<file path="config.mk">
export PLATFORM = sky130hd
export DESIGN_NAME = matrix_vector_arith_3x3
export DESIGN_NICKNAME = d
export VERILOG_FILES = /design/src/rtl/mva_pkg.sv /design/src/rtl/mva_mem.sv /design/src/rtl/mva_mac.sv /design/src/rtl/mva_seq.sv /design/src/rtl/matrix_vector_arith_3x3.sv
export SDC_FILE = /design/constraint.sdc
export NUM_CORES = 2
export LEC_CHECK = 0
export BUFFER_PORTS_ARGS = -buffer_cell sky130_fd_sc_hd__buf_2
export CAP_MARGIN = 20
export CORE_AREA = 5 5 233 462
export CTS_BUF_LIST = sky130_fd_sc_hd__clkbuf_8
export CTS_CLUSTER_SIZE = 8
export DETAILED_ROUTE_END_ITERATION = 8
export DIE_AREA = 0 0 238 467
export PLACE_DENSITY = 0.71
export SYNTH_ARGS = -nofsm -noshare
export SYNTH_HDL_FRONTEND = slang
export SYNTH_SLANG_ARGS = --single-unit
</file>
<file path="constraint.sdc">
create_clock -name clk -period 34.1 [get_ports clk]
set_input_delay 1.705 -clock clk [delete_from_list [all_inputs] [get_ports clk]]
set_output_delay 1.705 -clock clk [all_outputs]
set_load 0.02 [all_outputs]
</file>
<file path="src/rtl/mva_pkg.sv">
// Shared types and constants for the 3x3 matrix and vector arithmetic unit.
// Holds the command and result structs, the control structs between the
// sequencer and the datapath, and the element addressing helpers. No dependencies.
package mva_pkg;

    // Fixed field widths of the command and result transfers.
    localparam int unsigned FIELD_W = 32;
    // Width of one multiplier digit; products are built a digit at a time.
    localparam int unsigned DIG_W   = 16;
    // Elements in one 3x3 matrix.
    localparam int unsigned ELEMS   = 9;

    typedef enum logic [2:0] {
        MODE_LOAD_A  = 3'd0,
        MODE_LOAD_B  = 3'd1,
        MODE_MAT_ADD = 3'd2,
        MODE_VEC_ADD = 3'd3,
        MODE_MAT_MUL = 3'd4,
        MODE_MAT_VEC = 3'd5,
        MODE_DOT     = 3'd6,
        MODE_CROSS   = 3'd7
    } mode_t;

    // Source of the second multiplier operand.
    typedef enum logic [1:0] {
        Q_ONE = 2'd0,
        Q_A1  = 2'd1,
        Q_B   = 2'd2
    } qsel_t;

    typedef struct packed {
        mode_t                      mode;
        logic [1:0]                 row_index;
        logic [1:0]                 col_index;
        logic signed [FIELD_W-1:0]  element_value;
    } cmd_t;

    typedef struct packed {
        logic signed [FIELD_W-1:0]  result_value;
        logic [1:0]                 out_row;
        logic [1:0]                 out_col;
        logic                       last_result;
    } res_t;

    typedef struct packed {
        logic       a_we;
        logic       b_we;
        logic [3:0] waddr;
        logic       re;
        logic [3:0] a_raddr0;
        logic [3:0] a_raddr1;
        logic [3:0] b_raddr;
    } mem_ctrl_t;

    typedef struct packed {
        logic   mul_en;
        logic   acc_en;
        logic   first;
        logic   negate;
        logic   p_sel_b;
        qsel_t  q_sel;
    } mac_ctrl_t;

    typedef struct packed {
        logic       valid;
        logic [1:0] row;
        logic [1:0] col;
        logic       last;
    } emit_t;

    // Row-major element address: row * 3 + col.
    function automatic logic [3:0] elem_addr(input logic [1:0] r, input logic [1:0] c);
        elem_addr = {2'b00, r} + {1'b0, r, 1'b0} + {2'b00, c};
    endfunction

    // Next index modulo three.
    function automatic logic [1:0] next3(input logic [1:0] i);
        next3 = (i == 2'd2) ? 2'd0 : i + 2'd1;
    endfunction

    // Index of the final product term of one result.
    function automatic logic [1:0] last_term(input mode_t m);
        case (m)
            MODE_MAT_ADD, MODE_VEC_ADD, MODE_CROSS: last_term = 2'd1;
            default:                                last_term = 2'd2;
        endcase
    endfunction

endpackage

</file>
<file path="src/rtl/mva_mem.sv">
// Nine-entry matrix store with one write port and registered read ports.
// Read data is registered, appearing in the cycle after the read enable, and holds otherwise.
// Uses mva_pkg for the entry count.
module mva_mem #(
    parameter int W        = 32,
    parameter int RD_PORTS = 1
) (
    input  logic                               clk,
    input  logic                               we,
    input  logic [3:0]                         waddr,
    input  logic [W-1:0]                       wdata,
    input  logic                               re,
    input  logic [RD_PORTS-1:0][3:0]           raddr,
    output logic [RD_PORTS-1:0][W-1:0]         rdata
);

    logic [W-1:0] mem [0:mva_pkg::ELEMS-1];

    always_ff @(posedge clk)
    begin
        if (we)
        begin
            mem[waddr] <= wdata;
        end
        if (re)
        begin
            for (int p = 0; p < RD_PORTS; p++)
            begin
                rdata[p] <= mem[raddr[p]];
            end
        end
    end

endmodule

</file>
<file path="src/rtl/mva_mac.sv">
// Shared multiply-accumulate datapath: one operand times one digit of the other
// per step, the product registered, then shifted into the running sum.
// Uses mva_pkg for the control struct and digit width.
module mva_mac #(
    parameter int DATA_WIDTH = 32
) (
    input  logic                   clk,
    input  mva_pkg::mac_ctrl_t     ctrl,
    input  logic [((((DATA_WIDTH + mva_pkg::DIG_W - 1) / mva_pkg::DIG_W) > 1) ?
                   $clog2((DATA_WIDTH + mva_pkg::DIG_W - 1) / mva_pkg::DIG_W) : 1) - 1:0]
                                   digit,
    input  logic [DATA_WIDTH-1:0]  a_rd0,
    input  logic [DATA_WIDTH-1:0]  a_rd1,
    input  logic [DATA_WIDTH-1:0]  b_rd,
    output logic [DATA_WIDTH-1:0]  sum
);

    localparam int NDIG  = (DATA_WIDTH + mva_pkg::DIG_W - 1) / mva_pkg::DIG_W;
    localparam int PAD_W = NDIG * mva_pkg::DIG_W;

    logic [DATA_WIDTH-1:0]     p;
    logic [DATA_WIDTH-1:0]     q;
    logic [PAD_W-1:0]          q_pad;
    logic [mva_pkg::DIG_W-1:0] q_dig;
    logic [DATA_WIDTH-1:0]     prod_reg;
    logic [DATA_WIDTH-1:0]     shifted;
    logic [DATA_WIDTH-1:0]     addend;
    logic [DATA_WIDTH-1:0]     acc_reg;
    logic [DATA_WIDTH-1:0]     acc_next;

    always_comb
    begin
        p = ctrl.p_sel_b ? b_rd : a_rd0;
        case (ctrl.q_sel)
            mva_pkg::Q_ONE: q = DATA_WIDTH'(1);
            mva_pkg::Q_A1:  q = a_rd1;
            mva_pkg::Q_B:   q = b_rd;
            default:        q = b_rd;
        endcase
        q_pad = PAD_W'(q);
        q_dig = q_pad[digit * mva_pkg::DIG_W +: mva_pkg::DIG_W];
    end

    // Only the low DATA_WIDTH bits of any product matter, as all results wrap.
    always_ff @(posedge clk)
    begin
        if (ctrl.mul_en)
        begin
            prod_reg <= DATA_WIDTH'(p * DATA_WIDTH'(q_dig));
        end
    end

    always_comb
    begin
        shifted  = prod_reg << (digit * mva_pkg::DIG_W);
        addend   = ctrl.negate ? DATA_WIDTH'(-shifted) : shifted;
        acc_next = (ctrl.first ? '0 : acc_reg) + addend;
    end

    always_ff @(posedge clk)
    begin
        if (ctrl.acc_en)
        begin
            acc_reg <= acc_next;
        end
    end

    assign sum = acc_next;

endmodule

</file>
<file path="src/rtl/mva_seq.sv">
// Operation sequencer: takes commands, writes loads into the stores and walks
// results, product terms and multiplier digits for each operation.
// Uses mva_pkg for command, control and addressing definitions.
module mva_seq #(
    parameter int DATA_WIDTH = 32
) (
    input  logic                   clk,
    input  logic                   rst_n,
    input  logic                   start,
    input  mva_pkg::cmd_t          cmd,
    output logic                   busy,
    output mva_pkg::mem_ctrl_t     mem,
    output mva_pkg::mac_ctrl_t     mac,
    output logic [((((DATA_WIDTH + mva_pkg::DIG_W - 1) / mva_pkg::DIG_W) > 1) ?
                   $clog2((DATA_WIDTH + mva_pkg::DIG_W - 1) / mva_pkg::DIG_W) : 1) - 1:0]
                                   digit,
    output mva_pkg::emit_t         emit
);

    localparam int NDIG = (DATA_WIDTH + mva_pkg::DIG_W - 1) / mva_pkg::DIG_W;
    localparam int DGW  = (NDIG > 1) ? $clog2(NDIG) : 1;

    typedef enum logic [3:0] {
        S_IDLE = 4'b0001,
        S_READ = 4'b0010,
        S_MUL  = 4'b0100,
        S_ACC  = 4'b1000
    } state_t;

    state_t          state_reg, state_next;
    mva_pkg::mode_t  op_reg, op_next;
    logic [1:0]      row_reg, row_next;
    logic [1:0]      col_reg, col_next;
    logic [1:0]      term_reg, term_next;
    logic [DGW-1:0]  digit_reg, digit_next;
    logic            matrix_op;
    logic            res_last;
    logic [1:0]      cross_p;
    logic [1:0]      cross_q;

    always_ff @(posedge clk or negedge rst_n)
    begin
        if (!rst_n)
        begin
            state_reg <= S_IDLE;
            op_reg    <= mva_pkg::MODE_LOAD_A;
            row_reg   <= '0;
            col_reg   <= '0;
            term_reg  <= '0;
            digit_reg <= '0;
        end
        else
        begin
            state_reg <= state_next;
            op_reg    <= op_next;
            row_reg   <= row_next;
            col_reg   <= col_next;
            term_reg  <= term_next;
            digit_reg <= digit_next;
        end
    end

    always_comb
    begin
        matrix_op = (op_reg == mva_pkg::MODE_MAT_ADD) || (op_reg == mva_pkg::MODE_MAT_MUL);
        if (op_reg == mva_pkg::MODE_DOT)
        begin
            res_last = 1'b1;
        end
        else if (matrix_op)
        begin
            res_last = (row_reg == 2'd2) && (col_reg == 2'd2);
        end
        else
        begin
            res_last = (col_reg == 2'd2);
        end
    end

    always_comb
    begin
        // Read addresses and operand routing for the current product term.
        cross_p = (term_reg == 2'd0) ? mva_pkg::next3(col_reg)
                                     : mva_pkg::next3(mva_pkg::next3(col_reg));
        cross_q = (term_reg == 2'd0) ? mva_pkg::next3(mva_pkg::next3(col_reg))
                                     : mva_pkg::next3(col_reg);
        mem.a_raddr0 = '0;
        mem.a_raddr1 = '0;
        mem.b_raddr  = '0;
        mac.p_sel_b  = 1'b0;
        mac.q_sel    = mva_pkg::Q_B;
        case (op_reg)
            mva_pkg::MODE_MAT_ADD, mva_pkg::MODE_VEC_ADD:
            begin
                mem.a_raddr0 = mva_pkg::elem_addr(row_reg, col_reg);
                mem.b_raddr  = mva_pkg::elem_addr(row_reg, col_reg);
                mac.p_sel_b  = (term_reg == 2'd1);
                mac.q_sel    = mva_pkg::Q_ONE;
            end
            mva_pkg::MODE_MAT_MUL:
            begin
                mem.a_raddr0 = mva_pkg::elem_addr(row_reg, term_reg);
                mem.b_raddr  = mva_pkg::elem_addr(term_reg, col_reg);
            end
            mva_pkg::MODE_MAT_VEC:
            begin
                mem.a_raddr0 = mva_pkg::elem_addr(col_reg, term_reg);
                mem.a_raddr1 = mva_pkg::elem_addr(2'd0, term_reg);
                mac.q_sel    = mva_pkg::Q_A1;
            end
            mva_pkg::MODE_DOT:
            begin
                mem.a_raddr0 = mva_pkg::elem_addr(2'd0, term_reg);
                mem.b_raddr  = mva_pkg::elem_addr(2'd0, term_reg);
            end
            mva_pkg::MODE_CROSS:
            begin
                mem.a_raddr0 = mva_pkg::elem_addr(2'd0, cross_p);
                mem.b_raddr  = mva_pkg::elem_addr(2'd0, cross_q);
            end
            default:
            begin
                mem.a_raddr0 = '0;
            end
        endcase

        state_next = state_reg;
        op_next    = op_reg;
        row_next   = row_reg;
        col_next   = col_reg;
        term_next  = term_reg;
        digit_next = digit_reg;
        mem.a_we   = 1'b0;
        mem.b_we   = 1'b0;
        mem.waddr  = mva_pkg::elem_addr(cmd.row_index, cmd.col_index);
        mem.re     = 1'b0;
        mac.mul_en = 1'b0;
        mac.acc_en = 1'b0;
        mac.first  = (term_reg == 2'd0) && (digit_reg == '0);
        mac.negate = (op_reg == mva_pkg::MODE_CROSS) && (term_reg == 2'd1);
        emit.valid = 1'b0;
        emit.row   = row_reg;
        emit.col   = col_reg;
        emit.last  = res_last;
        case (state_reg)
            S_IDLE:
            begin
                if (start)
                begin
                    if (cmd.mode == mva_pkg::MODE_LOAD_A || cmd.mode == mva_pkg::MODE_LOAD_B)
                    begin
                        if (cmd.row_index != 2'd3 && cmd.col_index != 2'd3)
                        begin
                            mem.a_we = (cmd.mode == mva_pkg::MODE_LOAD_A);
                            mem.b_we = (cmd.mode == mva_pkg::MODE_LOAD_B);
                        end
                    end
                    else
                    begin
                        op_next    = cmd.mode;
                        row_next   = '0;
                        col_next   = '0;
                        term_next  = '0;
                        digit_next = '0;
                        state_next = S_READ;
                    end
                end
            end
            S_READ:
            begin
                mem.re     = 1'b1;
                state_next = S_MUL;
            end
            S_MUL:
            begin
                mac.mul_en = 1'b1;
                state_next = S_ACC;
            end
            S_ACC:
            begin
                mac.acc_en = 1'b1;
                if (digit_reg != DGW'(NDIG - 1))
                begin
                    digit_next = DGW'(digit_reg + 1'b1);
                    state_next = S_MUL;
                end
                else
                begin
                    digit_next = '0;
                    if (term_reg != mva_pkg::last_term(op_reg))
                    begin
                        term_next  = term_reg + 2'd1;
                        state_next = S_READ;
                    end
                    else
                    begin
                        term_next  = '0;
                        emit.valid = 1'b1;
                        if (res_last)
                        begin
                            state_next = S_IDLE;
                        end
                        else
                        begin
                            if (matrix_op && col_reg == 2'd2)
                            begin
                                col_next = '0;
                                row_next = row_reg + 2'd1;
                            end
                            else
                            begin
                                col_next = col_reg + 2'd1;
                            end
                            state_next = S_READ;
                        end
                    end
                end
            end
            default:
            begin
                state_next = S_IDLE;
            end
        endcase
    end

    assign busy  = (state_reg != S_IDLE);
    assign digit = digit_reg;

    // The final result of a run always hands control back to idle.
    assert property (@(posedge clk) disable iff (!rst_n)
        (emit.valid && emit.last) |=> (state_reg == S_IDLE))
        else $error("sequencer did not return to idle after the final result");

    // The stores are never written while an operation is reading them.
    assert property (@(posedge clk) disable iff (!rst_n)
        (mem.a_we || mem.b_we) |-> (state_reg == S_IDLE))
        else $error("store write during an operation");

    assert property (@(posedge clk) disable iff (!rst_n)
        (digit_reg <= DGW'(NDIG - 1)) && (term_reg != 2'd3))
        else $error("digit or term counter out of range");

    assert property (@(posedge clk) disable iff (!rst_n)
        (row_reg != 2'd3) && (col_reg != 2'd3))
        else $error("result position out of range");

    // Every read is followed by a multiply step on the data it fetched.
    assert property (@(posedge clk) disable iff (!rst_n)
        (state_reg == S_READ) |=> (state_reg == S_MUL))
        else $error("read not followed by a multiply step");

endmodule

</file>
<file path="src/rtl/matrix_vector_arith_3x3.sv">
// Loads are taken only while idle, with busy low, so they run one per cycle between operations.
// An operation holds busy until its final result. Each result takes K product terms (2 for adds
// and cross, 3 otherwise): per term one store read, then a multiply and an accumulate step for
// each of D = ceil(DATA_WIDTH/16) digits. Each result is strobed for one cycle; the receiver
// cannot stall. The pace is set by the single shared multiplier and one store read per term.
// Reset clears the sequencer and the strobe; the matrix stores are undefined until loaded.
module matrix_vector_arith_3x3 #(
    parameter int DATA_WIDTH = 32
) (
    input  logic           clk,
    input  logic           rst_n,
    input  logic           start,
    output logic           busy,
    input  mva_pkg::cmd_t  cmd,
    output logic           strobe,
    output mva_pkg::res_t  result
);

    // Digits per operand; the sequencer and datapath derive the same figure.
    localparam int NDIG = (DATA_WIDTH + mva_pkg::DIG_W - 1) / mva_pkg::DIG_W;
    localparam int DGW  = (NDIG > 1) ? $clog2(NDIG) : 1;

    mva_pkg::mem_ctrl_t           mem;
    mva_pkg::mac_ctrl_t           mac;
    mva_pkg::emit_t               emit;
    logic [DGW-1:0]               digit;
    logic [DATA_WIDTH-1:0]        wdata;
    logic [1:0][DATA_WIDTH-1:0]   a_rd;
    logic [0:0][DATA_WIDTH-1:0]   b_rd;
    logic [DATA_WIDTH-1:0]        sum;
    logic                         strobe_reg;
    mva_pkg::res_t                result_reg;

    // A loaded element is wrapped to the data width on the way into a store,
    // so every later sum and product works on DATA_WIDTH-bit two's complement.
    assign wdata = DATA_WIDTH'($signed(cmd.element_value));

    // The sequencer owns all control: it accepts transfers, steers the stores
    // and walks the product terms of each result through the shared datapath.
    mva_seq #(
        .DATA_WIDTH (DATA_WIDTH)
    ) u_seq (
        .clk   (clk),
        .rst_n (rst_n),
        .start (start),
        .cmd   (cmd),
        .busy  (busy),
        .mem   (mem),
        .mac   (mac),
        .digit (digit),
        .emit  (emit)
    );

    // Store A has two read ports, because the matrix-vector product needs an
    // element of A and an element of row 0 of A for the same term.
    mva_mem #(
        .W        (DATA_WIDTH),
        .RD_PORTS (2)
    ) u_mem_a (
        .clk   (clk),
        .we    (mem.a_we),
        .waddr (mem.waddr),
        .wdata (wdata),
        .re    (mem.re),
        .raddr ({mem.a_raddr1, mem.a_raddr0}),
        .rdata (a_rd)
    );

    mva_mem #(
        .W        (DATA_WIDTH),
        .RD_PORTS (1)
    ) u_mem_b (
        .clk   (clk),
        .we    (mem.b_we),
        .waddr (mem.waddr),
        .wdata (wdata),
        .re    (mem.re),
        .raddr (mem.b_raddr),
        .rdata (b_rd)
    );

    // Additions pass through the same datapath as products with a unit
    // multiplier, which keeps one path for every operation.
    mva_mac #(
        .DATA_WIDTH (DATA_WIDTH)
    ) u_mac (
        .clk   (clk),
        .ctrl  (mac),
        .digit (digit),
        .a_rd0 (a_rd[0]),
        .a_rd1 (a_rd[1]),
        .b_rd  (b_rd[0]),
        .sum   (sum)
    );

    // Output register: the finished sum is captured in the cycle of its last
    // accumulate and shown for exactly one cycle. As this register stands apart
    // from the sequencer, a new command may be taken while the final result of
    // the previous run is still on the result ports.
    always_ff @(posedge clk or negedge rst_n)
    begin
        if (!rst_n)
        begin
            strobe_reg <= 1'b0;
        end
        else
        begin
            strobe_reg <= emit.valid;
        end
    end

    // The sum is sign-extended or truncated to the 32-bit result field.
    always_ff @(posedge clk)
    begin
        if (emit.valid)
        begin
            result_reg.result_value <= mva_pkg::FIELD_W'($signed(sum));
            result_reg.out_row      <= emit.row;
            result_reg.out_col      <= emit.col;
            result_reg.last_result  <= emit.last;
        end
    end

    assign strobe = strobe_reg;
    assign result = result_reg;

endmodule
</file>
After elaboration in Yosys (flattened, before gate mapping). Memory sizes are Yosys's and may differ from the RTL's. A register that Yosys moved wholly into a read port is not among the register bits. Cells that the tools add are included.

Bitwise logic cells: 2. Shifts and indexed selects: 2. $add $sub $neg: 16. Equal/unequal tests: 26. Mux-type cells: 57. Multiply operators: 1. Reduce and logical (&&, ||, !) cells: 19.

Operator list (number): $mux W32 (3); $pmux W32 S2 (1); $mux W2 (25); $add A32 B32 Y32 (1); $mul A32 B16 Y32 (1); $neg A32 Y32 (1); $pmux W4 S4 (2); $shiftx A32 B6 Y16 (1); $shl A32 B5 Y32 (1); $add A4 B2 Y4 (5); $pmux W4 S5 (1); $add A2 B3 Y4 (4); $mux W1 (16); $mux W4 (4); $pmux W2 S2 (4); $eq A3 B3 Y1 const B (4); $ne A2 B2 Y1 const B (6); $add A2 B1 Y2 const B (4); $reduce_and A7 Y1 (1); $eq A2 B2 Y1 const B (3); $eq A3 B2 Y1 const B (2); $reduce_and A3 Y1 (2); $reduce_and A6 Y1 (1); $logic_and A1 B1 Y1 (5); 20 further kinds (25).

Bits of input ports: 42. Output and inout port bits: 39. Word-level logic and storage cells: 138. Register bits after elaboration: 116. Memories kept: 2. RAM bits: 576.

Memory list: u_mem_a.mem (depth 9, width 32, rd ports 2, clocked after Yosys merged registers in 2, wr ports 1, line mva_mem.sv:17) `logic [W-1:0] mem [0:mva_pkg::ELEMS-1];`; u_mem_b.mem (depth 9, width 32, rd ports 1, clocked after Yosys merged registers in 1, wr ports 1, line mva_mem.sv:17).

Logic depth before layout (Yosys ltp).
Depth after elaboration: 9. Depth in mapped cells: 33.

By module. From an unflattened synthesis, not the netlist that was laid out.

Cell total of the unflattened synthesis: 3818. Area total of the unflattened synthesis: 48258.8 um^2.

Modules (own cells, without submodules): mva_mac (instances 1, area each 17426.7 um^2, cells an instance 2006); mva_mem (u_mem_a) (instances 1, area each 15890.2 um^2, cells an instance 955); mva_mem (u_mem_b) (instances 1, area each 12215.5 um^2, cells an instance 629); mva_seq (instances 1, area each 1590.3 um^2, cells an instance 190); matrix_vector_arith_3x3 (instances 1, area each 1136.1 um^2, cells an instance 38).

Least setup slack after synthesis. OpenSTA, ideal clock, no wires.

Kind: register -> register. Start point: register u_seq.state_reg[3]. End point: register u_mem_a.rdata[0] in the netlist's numbering (read register of u_mem_a.mem), enable pin. Data required time: 33.279 ns. Path slack: 22.889 ns. Data arrival time: 10.390 ns. Cell stages (with the launch flop): 3. Library setup time: 0.821 ns. Cell sequence: dfrtp_1 > clkbuf_1 > nor4b_1.

Longest elaborated chain between the ends: 2.

Ends and longest elaborated chain: from (decl) (line mva_seq.sv:30) `state_t state_reg, state_next;`; from (signal assigned) (line mva_seq.sv:54) `state_reg <= state_next;`; $eq A4 B2 Y1 (line mva_seq.sv:145) `case (state_reg)`; $mux W1 (line mva_seq.sv:145); to (decl) (line mva_mem.sv:14) `output logic [RD_PORTS-1:0][W-1:0] rdata`.

No other way between the ends. A chain may end at the register's enable or synchronous reset.

Worst setup path in the final report.
Start point: register u_seq.op_reg[0]. End point: register u_mac.prod_reg[25] (data pin).

Longest elaborated chain between the ends: 7. Elaborated cells on any way between the ends: 12. Those cells by class: mul (1); eq/ne (4); shift (1); mux (4); reduce/logical (2).

Ends and longest elaborated chain: from (decl) (line mva_seq.sv:31) `mva_pkg::mode_t op_reg, op_next;`; from (signal assigned) (line mva_seq.sv:46) `op_reg <= mva_pkg::MODE_LOAD_A;`; from (signal assigned) (line mva_seq.sv:55) `op_reg <= op_next;`; $eq A3 B2 Y1 (line mva_seq.sv:92) `case (op_reg)`; $reduce_or A2 Y1 (line mva_seq.sv:92); $pmux W2 S2 (line mva_seq.sv:92); $eq A2 B1 Y1 / $logic_not A2 Y1 (equally long branches) (line mva_mac.sv:34) `case (ctrl.q_sel)`; $pmux W32 S2 (line mva_mac.sv:34); $shiftx A32 B6 Y16 (line mva_mac.sv:41) `q_dig = q_pad[digit * mva_pkg::DIG_W +: mva_pkg::DIG_W];`; $mul A32 B16 Y32 (*) (line mva_mac.sv:49) `prod_reg <= DATA_WIDTH'(p * DATA_WIDTH'(q_dig));`; to (signal assigned) (line mva_mac.sv:49); to (decl) (line mva_mac.sv:25) `logic [DATA_WIDTH-1:0] prod_reg;`.

Mark *: on every way between the ends. The rest lies on a longest branch, timed or not.

==> results.cfg <==
[status]
status = finished clean

[floorplan]
initial_utilization_pct = 44.6
dieArea_sq_um = 111000
dieHeight_microns = 467
core.rowCount = 167
die_w_microns = 238
core_area_sq_um = 103000
io_pins = 81

[critical_path]
crit_arrival_ns = 9.86
reg2reg_depth = 24
cp_max_fo = 52
crit_slowest_cell = dfrtp_1
critical_path.startpoint_type = flip-flop
max_stage_delay_ns = 1.07
worst-r2r-setup-slack_ns = 24.81
end_kind = flip-flop
cp_common_cell = fa_1
timing.rr.end = u_mac.prod_reg[25]
worstPathRequired_ns = 34.67
r2r_start = u_seq.op_reg[0]
path_cells = and3b_2, buf_4, nand2_1, a31oi_4, inv_1, nor2_1, fa_1, fa_1, ha_1, inv_1, fa_1, inv_1, fa_1, fa_1, ha_1, a21o_1, a21o_1, a21oi_1, nor4bb_1, nor2_1, a21oi_1, nor2b_1, o21a_1, o311ai_0
criticalPathCategory = flip-flop to flip-flop
startpoint = u_seq.op_reg[0]

[clock_tree]
h-tree-depth = 3
post_cts_buffers = 0
clock_sinks = 788
cts_resized = 0
clock_path_buffers = 3
insertion_delay_ns = 0.83
cts_tree = done
cts_buffers = 113
clk_pin_slew_ns = 0.09
cts-root-buf = clkbuf_8
cts_hold_buf = 0

[hold_path]
min_to = u_mem_a.rdata[21]
hp-start = u_mem_a.mem[8][21]
holdPathStages = 2
hold_path.class = flip-flop to flip-flop

[synth]
syn_inst = 4201
yosysTopAreaCell = edfxtp_1
avgSynthCellArea_sq_um = 11.0
yosysUniqueCellTypes = 79
ys_top_cells_by_area = edfxtp_1 50%, fa_1 14%, nand2_1 7.6%
synth_nets = 4670
synth.top_cells.by_count = 929 x nand2_1, 773 x edfxtp_1, 383 x inv_1, 313 x fa_1, 206 x nor2_1
async_reset_ff_share_pct = 1.90
synth_top_cell_area_share_pct = 50.3
ys_ff_latch = 788
synth-edff-count = 773
ys.flop_type = edfxtp_1
ys_seq_area_share_pct = 51.1
ys_warn_count = 0
netlist_area_sq_um = 46200
synth_most_common_cell = nand2_1

[grt]
grt_util_met1_pct = 22.7
grt_overflow_total = 0
gr-usage-all-layers_pct = 22.9
grt_pass1_vias = 33900
met2_usage_pct = 42.2
grt_max_degree = 82
grt_busiest_layer = met2
grt_antenna_before_repair = 5
grtUsageMet3_pct = 3.78
grt_pass1_wl_mm = 195

[sta]
hold_viol = 0
rsz0062_at_grt = false
fin_tns_setup_ns = 0
worst_pin_slew_ns = 1.19
maxSlewViolCount = 0
finalCritPeriodShare_pct = 27.2
min_period_ns = 9.29
relSlewSlack_pct = 20.5
fin_skew_ns = 0.0701
max_freq_mhz = 108
finalSetupViolCount = 0

[placement]
dp_hpwl_mm = 91.3
gp_congestion = 1.08
io_buffers = 80

[route]
via_count = 31990
wl_per_cell_microns = 22.8
drt_pre_antenna_iters = 6
drt_iter0_markers = 2520
drtAntennaViolNets = 0
wirelength_mm = 129
drc = 0
via_per_inst = 5.67

[final_layout]
synthToLayoutAreaGrowth_pct = 8.30
top_regs = u_mem_a.mem: 288 flops, u_mem_b.mem: 288 flops, u_mem_a.rdata: 64 flops
num-fill-cells = 9193
drive_gt1_share_pct = 8.77
nets = 4713

[job]
max_cap_viol_count = 0
layer usage:
metal	share of wire [%]	vias up
met5	0.030	-
met4	8.9	6
li1	-	14435
met2	53	1300
met1	32	15738
met3	5.6	511
cell usage in the layout, fill, tap and decap left out, types with 11 or more instances in the layout:
cell      instances
nand2_1         927
buf_2            80
mux2i_1          40
xor2_1           27
and3_1           74
a21oi_1         119
and2_1           75
nand3_1         199
a21o_1           24
o21bai_1         11
nor2_4           14
nor2b_1          14
mux2_2           32
a211oi_1         15
nand2b_1         19
or3_1            39
edfxtp_1        773
inv_1           412
o21ai_0         174
a311oi_1         66
buf_4            65
fa_1            313
a31oi_1          77
o21a_1           11
xnor2_1          79
nor3_1           19
ha_1            114
dfrtp_1          13
clkbuf_8        116
nor2_1          192
kinds of logic after synthesis:
group	after synthesis	share of synthesized area, %
and+or+nand+nor	1622	15.4
adders and majority gates	427	16.7
muxes	75	1.77
buffers and inverters	603	5.05
xor gates and xnor gates	108	2.11
AOI/OAI and AO/OA	578	7.94
DFF	788	51.1
cell type report:
type / count / area [sq um] / share of cell area (%)
clock inverter: 42 / 256 / 0.513
tap: 1352 / 1690 / 3.38
sequential: 788 / 23600 / 47.2
clock buffer: 116 / 1600 / 3.19
timing repair buffer: 146 / 900 / 1.80
antenna: 2 / 5.00 / 0.0100
inverter: 385 / 1450 / 2.89
multi-input combinational: 2810 / 20500 / 41.0
metrics by stage:
step / area (sq um) / hold slack (ns) / instances / util (%) / setup WS [ns]
floorplan: 46200 / 0.472 / 4201 / - / 22.89
global placement: 48100 / 0.509 / 5480 / 46.5 / 24.81
detailed placement: 48100 / 0.509 / 5481 / 46.6 / 24.92
CTS: 50000 / 0.504 / 5639 / 48.3 / 24.86
global route: 50000 / 0.542 / 5640 / 48.3 / 24.54
finish: 50000 / 0.502 / 5641 / 48.3 / 24.81
worst max path at each step:
stage                              end  slack (ns)  depth (start not counted)
global route        u_mac.prod_reg[25]       24.54                         24
CTS                 u_mac.prod_reg[25]       24.86                         24
floorplan             u_mem_a.rdata[0]       22.89                          2
finish              u_mac.prod_reg[25]       24.81                         24
detailed placement  u_mac.prod_reg[25]       24.92                         24
global placement    u_mac.prod_reg[25]       24.81                         24
worst max-delay path, delay by kind of cell, from the launching register on:
kind | cells | cell delay [ns]
AO/OA/AOI/OAI | 7 | 2.25
adder cells (fa/ha/maj) | 7 | 2.96
buffers and inverters | 4 | 0.92
flip-flops | 1 | 1.07
AND/OR/NAND/NOR | 6 | 1.77
Power is left out: the tool's default activity adds up to more than one toggle a clock period on the data nets, which glitch-free logic cannot reach.
